[config.mk]
export PLATFORM = sky130hd
export DESIGN_NAME = mdio_master_indirect_access
export DESIGN_NICKNAME = d
export VERILOG_FILES = /design/src/sv/mmia_pkg.sv /design/src/sv/mdio_master_indirect_access.sv
export SDC_FILE = /design/constraint.sdc
export NUM_CORES = 1
export LEC_CHECK = 0
export BUFFER_PORTS_ARGS = -buffer_cell sky130_fd_sc_hd__clkbuf_2
export CAP_MARGIN = 20
export CELL_PAD_IN_SITES_DETAIL_PLACEMENT = 1
export CELL_PAD_IN_SITES_GLOBAL_PLACEMENT = 2
export CORE_AREA = 2 2 106 186
export CTS_CLUSTER_DIAMETER = 40
export DETAILED_ROUTE_END_ITERATION = 6
export DIE_AREA = 0 0 108 188
export PLACE_DENSITY = 0.74
export SETUP_SLACK_MARGIN = 0.4
export SLEW_MARGIN = 20
export SYNTH_ARGS = -nofsm -noshare
export SYNTH_HDL_FRONTEND = slang
export SYNTH_SLANG_ARGS = --single-unit
[constraint.sdc]
create_clock -name clk -period 2.89 [get_ports clk]
set_input_delay 0.1445 -clock clk [delete_from_list [all_inputs] [get_ports clk]]
set_output_delay 0.1445 -clock clk [all_outputs]
set_load 0.05 [all_outputs]
[src/sv/mmia_pkg.sv]
// constants and frame selection functions for the mdio clause 22 master
`default_nettype none
package mmia_pkg;

  localparam logic [1:0] OP_RD_DIRECT = 2'd0;
  localparam logic [1:0] OP_WR_DIRECT = 2'd1;
  localparam logic [1:0] OP_RD_INDIR  = 2'd2;
  localparam logic [1:0] OP_WR_INDIR  = 2'd3;

  localparam int unsigned CNT_W = 6;
  localparam logic [CNT_W-1:0] PREAMBLE_BITS = 6'd32;
  localparam logic [CNT_W-1:0] DATA_BITS     = 6'd16;
  localparam logic [CNT_W-1:0] FLUSH_TICKS   = 6'd32;
  localparam logic [CNT_W-1:0] START_BITS    = 6'd4;
  localparam logic [CNT_W-1:0] ADDR_BITS     = 6'd5;
  localparam logic [CNT_W-1:0] TA_BITS       = 6'd2;

  // start 01 followed by opcode
  localparam logic [3:0] START_RD = 4'b0110;
  localparam logic [3:0] START_WR = 4'b0101;

  localparam logic [4:0] REG_PAGE  = 5'd31;
  localparam logic [4:0] REG_ADDR  = 5'd23;
  localparam logic [4:0] REG_CTRL  = 5'd21;
  localparam logic [4:0] REG_RDATA = 5'd25;
  localparam logic [4:0] REG_WDATA = 5'd24;

  localparam logic [15:0] VAL_PAGE   = 16'h000E;
  localparam logic [15:0] VAL_RD_CMD = 16'h0001;
  localparam logic [15:0] VAL_WR_CMD = 16'h0003;
  localparam logic [15:0] VAL_FAIL   = 16'hFFFF;

  function automatic logic is_direct(input logic [1:0] op);
    return (op == OP_RD_DIRECT) || (op == OP_WR_DIRECT);
  endfunction

  function automatic logic frame_reads(input logic [1:0] op, input logic [1:0] idx);
    return (op == OP_RD_DIRECT) || ((op == OP_RD_INDIR) && (idx == 2'd3));
  endfunction

  function automatic logic frame_last(input logic [1:0] op, input logic [1:0] idx);
    return is_direct(op) ? (idx == 2'd0) : (idx == 2'd3);
  endfunction

  function automatic logic [4:0] frame_reg(input logic [1:0] op, input logic [1:0] idx,
                                           input logic [15:0] addr);
    logic [4:0] r;
    if (is_direct(op)) begin
      r = addr[4:0];
    end else begin
      case (idx)
        2'd0:    r = REG_PAGE;
        2'd1:    r = REG_ADDR;
        2'd2:    r = (op == OP_RD_INDIR) ? REG_CTRL : REG_WDATA;
        default: r = (op == OP_RD_INDIR) ? REG_RDATA : REG_CTRL;
      endcase
    end
    return r;
  endfunction

  function automatic logic [15:0] frame_wdata(input logic [1:0] op, input logic [1:0] idx,
                                              input logic [15:0] addr,
                                              input logic [15:0] data);
    logic [15:0] d;
    if (is_direct(op)) begin
      d = data;
    end else begin
      case (idx)
        2'd0:    d = VAL_PAGE;
        2'd1:    d = addr;
        2'd2:    d = (op == OP_RD_INDIR) ? VAL_RD_CMD : data;
        default: d = VAL_WR_CMD;
      endcase
    end
    return d;
  endfunction

endpackage
`default_nettype wire

[src/sv/mdio_master_indirect_access.sv]
// mdio clause 22 master with indirect paged access, one mdc bit per tick
// each result is loaded into the output register in the cycle after its item is accepted
// throughput: one item per cycle while in_stall is low; frame state and result register update together
// in_stall rises only while a result is held and out_stall is high
// reset (rst_n low, synchronous): idle, not busy, counters and output valid cleared
`default_nettype none
module mdio_master_indirect_access (
  input  wire logic        clk,
  input  wire logic        rst_n,
  input  wire logic        in_valid,
  output logic             in_stall,
  input  wire logic        in_req_type,
  input  wire logic [1:0]  in_op,
  input  wire logic [4:0]  in_phy_addr,
  input  wire logic [15:0] in_reg_addr,
  input  wire logic [15:0] in_wr_data,
  input  wire logic        in_mdio_in,
  output logic             out_valid,
  input  wire logic        out_stall,
  output logic             out_mdio_level,
  output logic             out_mdio_drive,
  output logic             out_busy_res,
  output logic             out_done_res,
  output logic [15:0]      out_read_value,
  output logic             out_ta_error,
  output logic             out_cmd_rejected
);

  localparam logic [3:0] PH_IDLE  = 4'd0;
  localparam logic [3:0] PH_PRE   = 4'd1;
  localparam logic [3:0] PH_START = 4'd2;
  localparam logic [3:0] PH_PHY   = 4'd3;
  localparam logic [3:0] PH_REG   = 4'd4;
  localparam logic [3:0] PH_TAW   = 4'd5;
  localparam logic [3:0] PH_WDATA = 4'd6;
  localparam logic [3:0] PH_WIDLE = 4'd7;
  localparam logic [3:0] PH_TAR   = 4'd8;
  localparam logic [3:0] PH_RDATA = 4'd9;
  localparam logic [3:0] PH_RIDLE = 4'd10;
  localparam logic [3:0] PH_FLUSH = 4'd11;

  localparam int unsigned CW = mmia_pkg::CNT_W;

  logic [3:0]    phase_r, phase_nxt;
  logic [CW-1:0] bc_r, bc_nxt;
  logic [1:0]    fidx_r, fidx_nxt;
  logic [1:0]    op_r, op_nxt;
  logic [4:0]    phy_r, phy_nxt;
  logic [15:0]   reg_r, reg_nxt;
  logic [15:0]   data_r, data_nxt;
  logic [15:0]   shift_r, shift_nxt;
  logic [15:0]   cap_r, cap_nxt;
  logic          busy_r, busy_nxt;
  logic          err_r, err_nxt;

  logic          ov_r, ov_nxt;
  logic          mdio_level_r, mdio_drive_r, busy_res_r, done_r, terr_r, rej_r;
  logic [15:0]   rval_r;

  logic          accept;
  logic          drv, lvl, done, terr, rej, end_frame, rd, last;
  logic [15:0]   rval;
  logic [CW-1:0] bc_inc;
  logic [3:0]    start_code;
  logic [4:0]    cur_reg;
  logic [2:0]    addr_idx;

  assign in_stall = ov_r && out_stall;
  assign accept   = in_valid && !in_stall;

  assign bc_inc     = bc_r + {{(CW-1){1'b0}}, 1'b1};
  assign rd         = mmia_pkg::frame_reads(op_r, fidx_r);
  assign last       = mmia_pkg::frame_last(op_r, fidx_r);
  assign start_code = rd ? mmia_pkg::START_RD : mmia_pkg::START_WR;
  assign cur_reg    = mmia_pkg::frame_reg(op_r, fidx_r, reg_r);
  assign addr_idx   = 3'd4 - bc_r[2:0];

  always_comb begin
    phase_nxt = phase_r;
    bc_nxt    = bc_r;
    fidx_nxt  = fidx_r;
    op_nxt    = op_r;
    phy_nxt   = phy_r;
    reg_nxt   = reg_r;
    data_nxt  = data_r;
    shift_nxt = shift_r;
    cap_nxt   = cap_r;
    busy_nxt  = busy_r;
    err_nxt   = err_r;
    drv       = 1'b0;
    lvl       = 1'b0;
    done      = 1'b0;
    rval      = 16'd0;
    terr      = 1'b0;
    rej       = 1'b0;
    end_frame = 1'b0;

    if (!in_req_type) begin
      if (busy_r) begin
        rej = 1'b1;
      end else begin
        op_nxt    = in_op;
        phy_nxt   = in_phy_addr;
        reg_nxt   = in_reg_addr;
        data_nxt  = in_wr_data;
        fidx_nxt  = 2'd0;
        busy_nxt  = 1'b1;
        phase_nxt = PH_PRE;
        bc_nxt    = '0;
        err_nxt   = 1'b0;
        cap_nxt   = 16'd0;
        shift_nxt = mmia_pkg::frame_wdata(in_op, 2'd0, in_reg_addr, in_wr_data);
      end
    end else if (busy_r) begin
      unique case (phase_r)
        PH_PRE: begin
          drv    = 1'b1;
          lvl    = 1'b1;
          bc_nxt = bc_inc;
          if (bc_inc >= mmia_pkg::PREAMBLE_BITS) begin
            phase_nxt = PH_START;
            bc_nxt    = '0;
          end
        end
        PH_START: begin
          drv    = 1'b1;
          lvl    = start_code[2'd3 - bc_r[1:0]];
          bc_nxt = bc_inc;
          if (bc_inc >= mmia_pkg::START_BITS) begin
            phase_nxt = PH_PHY;
            bc_nxt    = '0;
          end
        end
        PH_PHY: begin
          drv    = 1'b1;
          lvl    = phy_r[addr_idx];
          bc_nxt = bc_inc;
          if (bc_inc >= mmia_pkg::ADDR_BITS) begin
            phase_nxt = PH_REG;
            bc_nxt    = '0;
          end
        end
        PH_REG: begin
          drv    = 1'b1;
          lvl    = cur_reg[addr_idx];
          bc_nxt = bc_inc;
          if (bc_inc >= mmia_pkg::ADDR_BITS) begin
            phase_nxt = rd ? PH_TAR : PH_TAW;
            bc_nxt    = '0;
          end
        end
        PH_TAW: begin
          drv    = 1'b1;
          lvl    = (bc_r == '0);
          bc_nxt = bc_inc;
          if (bc_inc >= mmia_pkg::TA_BITS) begin
            phase_nxt = PH_WDATA;
            bc_nxt    = '0;
          end
        end
        PH_WDATA: begin
          drv       = 1'b1;
          lvl       = shift_r[15];
          shift_nxt = {shift_r[14:0], 1'b0};
          bc_nxt    = bc_inc;
          if (bc_inc >= mmia_pkg::DATA_BITS) begin
            phase_nxt = PH_WIDLE;
            bc_nxt    = '0;
          end
        end
        PH_WIDLE: begin
          drv       = 1'b1;
          lvl       = 1'b1;
          end_frame = 1'b1;
        end
        PH_TAR: begin
          bc_nxt = '0;
          if (in_mdio_in) begin
            err_nxt   = 1'b1;
            phase_nxt = PH_FLUSH;
          end else begin
            cap_nxt   = 16'd0;
            phase_nxt = PH_RDATA;
          end
        end
        PH_FLUSH: begin
          bc_nxt = bc_inc;
          if (bc_inc >= mmia_pkg::FLUSH_TICKS) begin
            cap_nxt   = mmia_pkg::VAL_FAIL;
            end_frame = 1'b1;
          end
        end
        PH_RDATA: begin
          cap_nxt = {cap_r[14:0], in_mdio_in};
          bc_nxt  = bc_inc;
          if (bc_inc >= mmia_pkg::DATA_BITS) begin
            phase_nxt = PH_RIDLE;
            bc_nxt    = '0;
          end
        end
        PH_RIDLE: begin
          end_frame = 1'b1;
        end
        default: begin
          // no valid phase while busy: drop the transaction
          phase_nxt = PH_IDLE;
          busy_nxt  = 1'b0;
        end
      endcase

      if (end_frame) begin
        if (last) begin
          done      = 1'b1;
          rval      = rd ? cap_nxt : 16'd0;
          terr      = err_nxt;
          busy_nxt  = 1'b0;
          phase_nxt = PH_IDLE;
          bc_nxt    = '0;
        end else begin
          fidx_nxt  = fidx_r + 2'd1;
          phase_nxt = PH_PRE;
          bc_nxt    = '0;
          err_nxt   = 1'b0;
          cap_nxt   = 16'd0;
          shift_nxt = mmia_pkg::frame_wdata(op_r, fidx_r + 2'd1, reg_r, data_r);
        end
      end
    end
  end

  assign ov_nxt = accept ? 1'b1 : (ov_r && out_stall);

  always_ff @(posedge clk) begin
    if (!rst_n) begin
      phase_r <= PH_IDLE;
      bc_r    <= '0;
      fidx_r  <= 2'd0;
      op_r    <= 2'd0;
      phy_r   <= 5'd0;
      reg_r   <= 16'd0;
      data_r  <= 16'd0;
      shift_r <= 16'd0;
      cap_r   <= 16'd0;
      busy_r  <= 1'b0;
      err_r   <= 1'b0;
      ov_r    <= 1'b0;
    end else begin
      ov_r <= ov_nxt;
      if (accept) begin
        phase_r <= phase_nxt;
        bc_r    <= bc_nxt;
        fidx_r  <= fidx_nxt;
        op_r    <= op_nxt;
        phy_r   <= phy_nxt;
        reg_r   <= reg_nxt;
        data_r  <= data_nxt;
        shift_r <= shift_nxt;
        cap_r   <= cap_nxt;
        busy_r  <= busy_nxt;
        err_r   <= err_nxt;
      end
    end
  end

  // result register, loaded once per accepted item
  always_ff @(posedge clk) begin
    if (accept) begin
      mdio_level_r <= drv & lvl;
      mdio_drive_r <= drv;
      busy_res_r   <= busy_nxt;
      done_r       <= done;
      rval_r       <= rval;
      terr_r       <= terr;
      rej_r        <= rej;
    end
  end

  assign out_valid        = ov_r;
  assign out_mdio_level   = mdio_level_r;
  assign out_mdio_drive   = mdio_drive_r;
  assign out_busy_res     = busy_res_r;
  assign out_done_res     = done_r;
  assign out_read_value   = rval_r;
  assign out_ta_error     = terr_r;
  assign out_cmd_rejected = rej_r;

endmodule
`default_nettype wire

# == Word level (Yosys, flattened, before mapping) ==
# Index checks and enable logic that the tools add are counted.
# Widths: inputs -> output; s select.
# classes
n_eq_ne,32
reduce_logical,26
mux,85
order_cmp,7
bitwise,3
n_addsub,4
# op_table
cell,count
$mux 16,16
$pmux 16 s3,2
$mux 4,14
$mux 6,9
$pmux 6 s7,1
$pmux 4 s9,1
$mux 1,28
$ne 4x4->1 const B,7
$eq 4x3->1 const B,4
$eq 4x4->1 const B,4
$mux 2,7
$ge 6x3->1 const B,2
$pmux 4 s3,1
$reduce_and 11->1,1
$reduce_or 11->1,1
$reduce_and 5->1,2
$ne 9x3->1 const B,1
$reduce_and 3->1,3
$eq 2x1->1 const B,4
$eq 2x2->1 const B,4
$eq 4x2->1 const B,2
$logic_not 2->1,4
$reduce_or 2->1,4
$reduce_or 7->1,1
26 further kinds,34
# word_totals
output_inout_bits,24
wordCells,176
inputBits,45
ff_bits,108

# == Depth between registers and ports, before layout ==
# Gate-level depths: netlist of run 1.
# logic_depth
ltp_word,10
ltp_mapped,10

# == Worst setup path before layout of run 1 ==
# No wires, ideal clock.
# synth_path
path_type,reg-to-reg
start,"register ov_r, in the netlist out_valid"
end,register data_r[10]
synth_period_minus_slack_ps,2977
setup_ps,76
stages_incl_launch_ff,7
t_arrival_ps,2902
path_slack_ps,-87
path_cell_list,dfxtp_1 -> a21boi_1 -> and2_1 -> clkbuf_1 -> buf_1 -> nand2_1 -> a21boi_0
# synth_via
elab_chain_cells,4
# synth_rtl
item,line_no,rtl
start: declaration,mdio_master_indirect_access.sv:56,"logic ov_r, ov_nxt;"
start signal: assignment,mdio_master_indirect_access.sv:248,ov_r <= ov_nxt;
$logic_and 1x1->1,mdio_master_indirect_access.sv:68,assign in_stall = ov_r && out_stall;
$logic_not 1->1,mdio_master_indirect_access.sv:69,assign accept = in_valid && !in_stall;
$logic_and 1x1->1,mdio_master_indirect_access.sv:69,
named net accept,mdio_master_indirect_access.sv:60,logic accept;
$reduce_and 3->1 (no line),n/a,
end signal: assignment,mdio_master_indirect_access.sv:256,data_r <= data_nxt;
end: declaration,mdio_master_indirect_access.sv:50,"logic [15:0] data_r, data_nxt;"
# The timed path passes the listed nets, and every way through them passes these cells.
# A chain may end at the register's enable or synchronous reset.

# == Worst setup path after layout of run 1 ==
# layout_path
start,register phase_r[3]
end,register phase_r[0]
# layout_via
elab_chain_cells,8
elab_cells_between_ends,29
cone_classes,eq/ne: 19; mux: 7; reduce/logical: 3
# layout_rtl
item,line_no,rtl
start: declaration,mdio_master_indirect_access.sv:44,"logic [3:0] phase_r, phase_nxt;"
start signal: assignment,mdio_master_indirect_access.sv:250,phase_r <= phase_nxt;
"parallel branches: the longest is 8 deep, another holds $reduce_and 11->1",n/a,
# Parallel ways; which one is timed is not known. The select of a mux whose other input is x is not followed.

==> flow_summary.toml, run 1 <==
[run_status]
status = "complete, no violations"

[placement]
placedCellCount = 984
place_ws_ns = 0.3313
globalplace.congestion = 0.8669
dp_hpwl_um = 13850
io_buffers = 68

[setup_path]
crit_path_end = "phase_r[0]$_SDFFE_PN0P_"
critPathLaunchType = "flop"
timing.reg2reg.setup_slack_ns = 0.52
startpoint = "phase_r[3]$_SDFFE_PN0P_"
cp_max_fo = 31
path_class = "flop to flop"
arrival_ns = 2.59
timing.rr.start = "phase_r[3]$_SDFFE_PN0P_"
r2r-end = "phase_r[0]$_SDFFE_PN0P_"
rr_worst_depth = 8
cp-end-kind = "flop"
required_ns = 3.11

[finish]
post-route-util = 0.3629
antenna_cells = 0
regArea_um2 = 2392
final_cell_mix = "nand2_1 (171), dfxtp_1 (82), clkbuf_2 (68)"
instances_no_fill = 1000
nFillCells = 2267
drive_gt1_frac = 0.1963
final_nets = 811
syn_to_final_growth_pct = 15.33
multi_input_area_um2 = 3308
final_common_cell = "nand2_1"

[global_route]
grt_max_degree = 87
grt_pass1_wl_um = 31100
antenna_found_initial = 0
grt.total_usage = 0.1952
gr-total-overflow = 0
grt_pass1_vias = 5863

[floorplan]
dieHeight_um = 188
initial_core_util = 0.3146
row_count = 67
ios = 69
dieArea_um2 = 20300
core_area_um2 = 18860
die-width_um = 108

[pwr]
vdd_drop_max_mv = 0.2483
swShare = 0.2879
p_clk_frac = 0.366
p_switching_uw = 939.1
p_comb_frac = 0.134
power_uw = 3262
pwr_density_cell_nw_per_um2 = 476.6
power.internal_uw = 2323
leakage_uw = 0.002554
pwr-share-seq = 0.500

[sta]
hold_viol = 0
clock_skew_ns = 0.01460
final-setup-viol-count = 0
setup_tns_ns = 0
timing.final.crit_share = 0.8189
rsz0062_at_grt = "true"
slew_headroom = 0.4627
final.setup.worst_slack_ns = 0.5233
drv_slew = 0
fin_crit_ns = 2.367
worst_slew_pin_slew_ns = 0.8060
fmax_mhz = 422.5

[clock_tree]
numCtsBuffers = 9
cts.sinks = 108
insertion_delay_ns = 0.37
post-cts-setup-buffer-count = 0
clk_pin_slew_worst_paths_ns = 0.07
cts_max_level = 3
cts-root-buf = "clkbuf_16"
postCtsHoldBufs = 0
cts_tree = "built"
clock_path_buffers = 2

[detailed_routing]
wl_per_cell_um = 18.93
via_per_inst = 5.431
vias = 5431
firstDrtPassIters = 4
ant_nets = 0
route.detailed.drc = 0
first_iter_violations = 184
drt_wl_total_um = 18930

[worst_hold_path]
min_from = "in_reg_addr[14]"
hold_class = "primary input to flop"

[yosys]
synth_area_um2 = 5934
async_reset_ff_frac = 0
synthesis.nets = 767
seq_area_frac_synth = 0.4014
ys_types = 69
syn_inst = 710
ys.flop_type = "dfxtp_1"
synth_edf_count = 22
syn_avg_cell_area_um2 = 8.358
ys_seq_elements = 108
ys_warn_count = 0

[run]
max_cap_viol_count = 0
-- cell type report --
cell class                      instances  area share
Clock buffer                           10     0.03346
Clock inverter                          6    0.006764
Inverter                               13    0.007130
Multi-Input combinational cell        532      0.4834
Sequential cell                       108      0.3495
Tap cell                              241     0.04406
Timing Repair Buffer                   90     0.07569
-- registers in the layout, summed over array words and instances (netlist names), 4 cells and up --
name and flops:
out_read_value 16, cap_r 16, shift_r 16, data_r 16, phase_r 4, bc_r 6
reg_r 16, phy_r 5
-- how the worst min path moves through the flow --
stage                                        end  slack (ns)  depth (start not counted)
after floorplan             out_valid$_SDFF_PN0_        0.27                          1
after global placement    reg_r[10]$_SDFFE_PN0P_        0.38                          3
after detailed placement   reg_r[9]$_SDFFE_PN0P_        0.39                          3
after CTS                  reg_r[9]$_SDFFE_PN0P_       0.003                          3
after global routing      reg_r[13]$_SDFFE_PN0P_        0.02                          3
final                     reg_r[14]$_SDFFE_PN0P_        0.01                          3
-- per-layer routing --
metal | routed length [µm] | vias up | track usage
met5 | 0 | - | 0
met4 | 751 | 0 | 0.09172
met3 | 476 | 41 | 0.02572
met2 | 10600 | 101 | 0.3720
met1 | 7099 | 2667 | 0.2044
li1 | - | 2622 | -
-- per-stage QoR --
step           hold WS (ns)  area (µm²)
2_1_floorplan        0.2686        5939
3_3_place_gp         0.3803        6514
3_5_place_dp         0.3885        6514
4_1_cts            0.003374        6798
5_1_grt             0.02340        6844
6_report            0.01141        6844
-- Yosys cell counts (all sizes together), types with 2 or more instances --
cell,n,area share
a31oi,21,0.022
ha,12,0.025
a221o,2,0.0034
a221oi,28,0.052
and2,22,0.023
clkbuf,45,0.028
nand3,22,0.022
or3,4,0.0051
nand2,173,0.11
nor2b,8,0.0084
o31ai,2,0.0034
o311ai,3,0.0044
nor3,9,0.0076
edfxtp,22,0.11
a22oi,3,0.0038
nor3b,3,0.0038
nor2,32,0.020
o22ai,2,0.0021
mux2i,9,0.015
o21ai,36,0.031
nor4,4,0.0042
or4,4,0.0063
a21o,6,0.0076
inv,13,0.0082
o21a,4,0.0051
or2,2,0.0021
nand2b,7,0.0074
buf,12,0.014
and3,6,0.0063
mux4,2,0.0076
a21oi,15,0.013
dfxtp,86,0.29
a21boi,44,0.056
a211o,2,0.0030
a311oi,2,0.0040
a211oi,4,0.0051
xnor2,3,0.0044
mux2,2,0.0038
o211ai,3,0.0038
a22o,15,0.022
a31o,3,0.0044
-- cells by family after synthesis --
logic type                 synth area share
and+or+nand+nor                      0.2328
adders and majority gates           0.02530
xor gates and xnor gates           0.005905
buffers and inverters               0.05081
DFF                                  0.4014
AOI/OAI and AO/OA                    0.2572
muxes                               0.02657
-- power groups by stage --
stage               clock, µW  sequential [µW]  combinational, µW
CTS                      1230             1630                438
floorplan                   0             1710                226
finish                   1200             1630                436
global route             1290             1640                478
detailed placement          0             1670                436
global placement            0             1660                426
-- critical path: stages (launching register included) --
cell     delay [ns]
dfxtp_1        0.33
buf_4          0.24
and3b_1        0.20
o21ai_1        0.31
a31o_2         0.32
buf_12         0.23
nand2_1        0.08
o21ai_0        0.36
mux2i_1        0.14
-- what timing repair did --
| item | 4_1_cts | 5_1_grt |
|---|---|---|
| cloned | 0 | 0 |
| endpoints found under the hold margin | 0 | 0 |
| gates resized for setup | 5 | 13 |
| pin swaps | 0 | 1 |
| endpoints found under the setup margin | 6 | 51 |
Power figures use the tool's default switching activity.
==> run 2, diff against run 1 <==
ABC_AREA = 1   (was default)
CORE_AREA = 2 2 105 182   (was 2 2 106 186)
DIE_AREA = 0 0 107 184   (was 0 0 108 188)
PLACE_DENSITY = 0.77   (was 0.74)
clock period = 2.2 ns   (was 2.89 ns; I/O delays follow)
==> flow_summary.toml, run 2 <==
[worst_hold_path]
min_from = "in_reg_addr[12]"
hold_class = "primary input to flop"
hold_end = "reg_r[12]$_SDFFE_PN0P_"
hold_path_depth = 3

[clock_tree]
cts.sinks = 108
cts_max_level = 3
clk_pin_slew_worst_paths_ns = 0.08
cts-root-buf = "clkbuf_16"
numCtsBuffers = 9
cts_tree = "built"
clock_path_buffers = 2
insertion_delay_ns = 0.36

[floorplan]
die-width_um = 107
initial_core_util = 0.3256
core_area_um2 = 18140
ios = 69
row_count = 65
dieHeight_um = 184
dieArea_um2 = 19690

[yosys]
synthTopCellsByCount = "nand2_1 (213), a21oi_1 (97), dfxtp_1 (86)"
ys_warn_count = 0
synth_area_um2 = 5904
ys.flop_type = "dfxtp_1"
synth_area_leader_cell = "dfxtp_1"
syn_inst = 831
seq_area_frac_synth = 0.4035
ys_types = 37
synthesis.nets = 888
synth_area_leaders = "dfxtp_1 (29%), nand2_1 (14%), edfxtp_1 (11%)"
syn_avg_cell_area_um2 = 7.105
synth.top_cell.area_share = 0.2916
synth_edf_count = 22
yosysMostFrequentCell = "nand2_1"
async_reset_ff_frac = 0
ys_seq_elements = 108

[sta]
timing.final.crit_share = 0.8191
slew_headroom = 0.5631
worst_slew_pin_slew_ns = 0.6553
clock_skew_ns = 0.01065
rsz0062_at_grt = "true"
hold_viol = 0
final-setup-viol-count = 0
setup_tns_ns = 0
fin_crit_ns = 1.802
fmax_mhz = 554.9
drv_slew = 0

[placement]
dp_hpwl_um = 14130
placedCellCount = 1106
io_buffers = 68
globalplace.congestion = 0.8516

[global_route]
grt.total_usage = 0.2070
grt_pass1_wl_um = 31860
gr-total-overflow = 0
grt_pass1_vias = 6332
antenna_found_initial = 0
grt_max_degree = 52

[run]
max_cap_viol_count = 0

[setup_path]
rr_worst_depth = 10
critPathLaunchType = "flop"
r2r-end = "out_read_value[6]$_SDFFCE_PN0P_"
timing.rr.start = "phase_r[3]$_SDFFE_PN0P_"
cp_max_fo = 8
timing.reg2reg.setup_slack_ns = 0.40
path_class = "flop to flop"
startpoint = "phase_r[3]$_SDFFE_PN0P_"
cp-end-kind = "flop"
arrival_ns = 2.01
required_ns = 2.41

[detailed_routing]
vias = 6083
via_per_inst = 5.294
ant_nets = 0
drt_wl_total_um = 20700
first_iter_violations = 183
firstDrtPassIters = 5
wl_per_cell_um = 18.02
route.detailed.drc = 0

[finish]
final_common_cell = "nand2_1"
instances_no_fill = 1149
final_cell_mix = "nand2_1 (205), a21oi_1 (92), nand3_1 (84)"
final_nets = 967
antenna_cells = 0
syn_to_final_growth_pct = 25.70
drive_gt1_frac = 0.2459

[pwr]
pwr_density_cell_nw_per_um2 = 688.2
leakage_uw = 0.002981
vdd_drop_max_mv = 0.2962

[run_status]
status = "complete, no violations"
[run 2: logic make-up after synthesis]
kind of cell               count (synthesis)  synth area share
and+or+nand+nor                          381            0.2784
buffers and inverters                    115           0.08285
adders and majority gates                 12           0.02543
DFF                                      108            0.4035
xor gates and xnor gates                   3          0.004451
AOI/OAI and AO/OA                        212            0.2053
[run 2: layout make-up]
type / count / area (µm²)
Timing Repair inverter: 1 / 7.507
Inverter: 67 / 277.8
Sequential cell: 108 / 2419
Multi-Input combinational cell: 609 / 3338
Clock buffer: 10 / 229.0
Fill cell: 2271 / 10710
Timing Repair Buffer: 114 / 755.7
Clock inverter: 6 / 102.6
Tap cell: 234 / 292.8
[run 2: what timing repair did]
item,CTS,global route
setup buffers,8,10
hold buffers,5,0
pin swaps,7,14
cloned,1,3
endpoints found under the hold margin,5,0
resized for setup,40,68
endpoints found under the setup margin,62,62
[run 2: critical path, stage by stage (launching register included)]
cell and delay, ns:
dfxtp_4 0.40, inv_6 0.05, nor2_4 0.13, inv_4 0.07, nor2_4 0.15, nand2_4 0.09, nand2_8 0.08, nand2_4 0.06
nor2_4 0.27, nand2_4 0.17, a31oi_1 0.17
[run 2: worst max-delay path by stage]
stage                                       to  slack (ns)
2_1_floorplan         shift_r[11]$_SDFFE_PN0P_        0.46
3_3_place_gp          out_mdio_level$_DFFE_PP_        0.17
3_5_place_dp   out_read_value[0]$_SDFFCE_PN0P_        0.11
4_1_cts                     err_r$_SDFFE_PN0P_        0.38
5_1_grt                   bc_r[1]$_SDFFE_PN0P_        0.27
6_report       out_read_value[6]$_SDFFCE_PN0P_        0.40
[run 2: per-layer routing]
metal,GRT usage,share of wire,wire length (µm),up-vias
met3,0.02836,0.022,457,34
li1,-,-,-,2958
met5,0,0,0,-
met2,0.4082,0.58,11990,98
met1,0.2059,0.37,7657,2993
met4,0.1018,0.029,597,0
[run 2: stage by stage]
stage          hold slack [ns]  instance area, µm²  worst slack [ns]  power [µW]  utilization
2_1_floorplan           0.2749                5907            0.4621        2834            -
3_3_place_gp            0.3706                6491            0.1716        3115       0.3579
3_5_place_dp            0.3781                6491            0.1127        3140       0.3579
4_1_cts               0.001136                7059            0.3801        5088       0.3892
5_1_grt                0.01366                7422            0.2743        5337       0.4092
6_report               0.01354                7422            0.3979        5108       0.4092
[run 2: report_power, final]
part | leakage [µW] | internal (µW) | switching, µW | total (µW)
clock | 0.000163 | 1030 | 845 | 1870
sequential | 0.000931 | 2120 | 81.9 | 2200
combinational | 0.00189 | 352 | 678 | 1030
==> run 3, diff against run 2 <==
CORE_AREA = 2 2 110 191   (was 2 2 105 182)
DIE_AREA = 0 0 112 193   (was 0 0 107 184)
PLACE_DENSITY = 0.74   (was 0.77)
clock period = 1.6 ns   (was 2.2 ns; I/O delays follow)
==> flow_summary.toml, run 3 (same netlist as run 2, synthesis figures left out) <==
[run_status]
status = "complete, but fails checks"
violations = "negative hold slack, negative setup slack"

[worst_hold_path]
hold_path_depth = 3
min_from = "in_reg_addr[3]"
hold_class = "primary input to flop"
hold_end = "reg_r[3]$_SDFFE_PN0P_"

[finish]
antenna_cells = 0
final_cell_mix = "nand2_1 (157), buf_4 (84), dfxtp_1 (75)"
nFillCells = 2453
post-route-util = 0.4766
syn_to_final_growth_pct = 63.06
drive_gt1_frac = 0.4213
final_common_cell = "nand2_1"
final_nets = 1094

[sta]
worst_slew_pin_slew_ns = 0.4708
hold_ws_ns = -0.008021
timing.final.crit_share = 1.156
fin_crit_ns = 1.849
setup_tns_ns = -11.19
slew_headroom = 0.6858
hold_viol = 1
final.setup.worst_slack_ns = -0.2491
rsz0062_at_grt = "true"
final-setup-viol-count = 66
fmax_mhz = 540.8
clock_skew_ns = 0.01115
drv_slew = 0

[setup_path]
critPathLaunchType = "flop"
rr_worst_depth = 11
path_class = "flop to flop"
timing.reg2reg.setup_slack_ns = -0.25
required_ns = 1.81
startpoint = "bc_r[1]$_SDFFE_PN0P_"
arrival_ns = 2.06
cp_max_fo = 6
cp-end-kind = "flop"
timing.rr.start = "bc_r[1]$_SDFFE_PN0P_"
r2r-end = "out_read_value[9]$_SDFFCE_PN0P_"

[detailed_routing]
firstDrtPassIters = 4
first_iter_violations = 267
vias = 6576
route.detailed.drc = 0
via_per_inst = 5.098
ant_nets = 0
drt_wl_total_um = 24260
wl_per_cell_um = 18.80

[clock_tree]
numCtsBuffers = 9
clock_path_buffers = 2
cts.sinks = 108
insertion_delay_ns = 0.36
cts-root-buf = "clkbuf_16"
cts_max_level = 3
clk_pin_slew_worst_paths_ns = 0.08
cts_tree = "built"

[floorplan]
dieArea_um2 = 21620
ios = 69
core_area_um2 = 20200
dieHeight_um = 193
die-width_um = 112
initial_core_util = 0.2923
row_count = 69

[placement]
globalplace.congestion = 0.8564
place_ws_ns = -0.3470
io_buffers = 68
dp_hpwl_um = 15210

[pwr]
swShare = 0.3320
vdd_drop_max_mv = 0.4527
power_uw = 7336
power.internal_uw = 4900
p_switching_uw = 2435
pwr-share-seq = 0.413
pwr_density_cell_nw_per_um2 = 761.9
p_comb_frac = 0.292
leakage_uw = 0.003905
p_clk_frac = 0.295

[run]
max_cap_viol_count = 0

[global_route]
grt.total_usage = 0.2242
grt_pass1_wl_um = 37760
grt_max_degree = 33
antenna_found_initial = 0
grt_pass1_vias = 6962
gr-total-overflow = 0
-- run 3: how the worst max path moves through the flow --
stage	endpoint	slack (ns)	cells past startpoint
after floorplan	cap_r[14]$_SDFFE_PN0P_	0.03	10
after global placement	phase_r[2]$_SDFFE_PN0P_	-0.33	10
after detailed placement	phase_r[3]$_SDFFE_PN0P_	-0.35	10
after CTS	out_mdio_level$_DFFE_PP_	-0.21	13
after global routing	out_mdio_level$_DFFE_PP_	-0.34	13
final	out_read_value[9]$_SDFFCE_PN0P_	-0.25	11
-- run 3: power groups by stage --
stage	registers, µW	logic, µW	clock network (µW)
finish	3030	2140	2160
global route	3050	2320	2310
CTS	3020	2000	2230
detailed placement	3080	1560	0
global placement	3070	1540	0
floorplan	3150	843	0
-- run 3: worst max-delay path, cell delays in order, from the launching register on --
cell and delay, ns:
dfxtp_4 0.40, nand2_4 0.06, nor2_4 0.14, nand3_2 0.10, nand2_4 0.09, nand2_4 0.06
nand2_4 0.10, nand2_4 0.06, nor2_4 0.22, nand2_8 0.13, buf_12 0.17, a31oi_4 0.14
-- run 3: through the flow --
stage,instances,instance area [µm²]
2_1_floorplan,831,6182
3_3_place_gp,1201,7362
3_5_place_dp,1201,7362
4_1_cts,1274,9106
5_1_grt,1290,9628
6_report,1290,9628
-- run 3: metal layers --
layer | GRT usage | vias to the layer above | share of wire
met5 | 0 | - | 0
met4 | 0.07411 | 0 | 0.024
met3 | 0.01719 | 29 | 0.013
met2 | 0.4490 | 78 | 0.58
met1 | 0.2467 | 3238 | 0.38
li1 | - | 3231 | -
-- run 3: final cells by class --
type	count	area (µm²)	area share
clock buffers	9	225.2	0.02339
clock inverters	7	43.79	0.004548
inverters	67	282.8	0.02937
multi-input cells	610	4038	0.4194
flip-flops and latches	108	2411	0.2504
well taps	248	310.3	0.03223
repair buffers	240	2308	0.2398
repair inverters	1	8.758	0.0009097
-- run 3: repair_timing --
action / 4_1_cts / 5_1_grt
hold endpoints to repair: 29 / 0
setup buffers: 13 / 14
cloned: 15 / 2
endpoints found under the setup margin: 128 / 128
hold buffers: 29 / 0
pin swaps: 33 / 31
gates resized for setup: 185 / 93
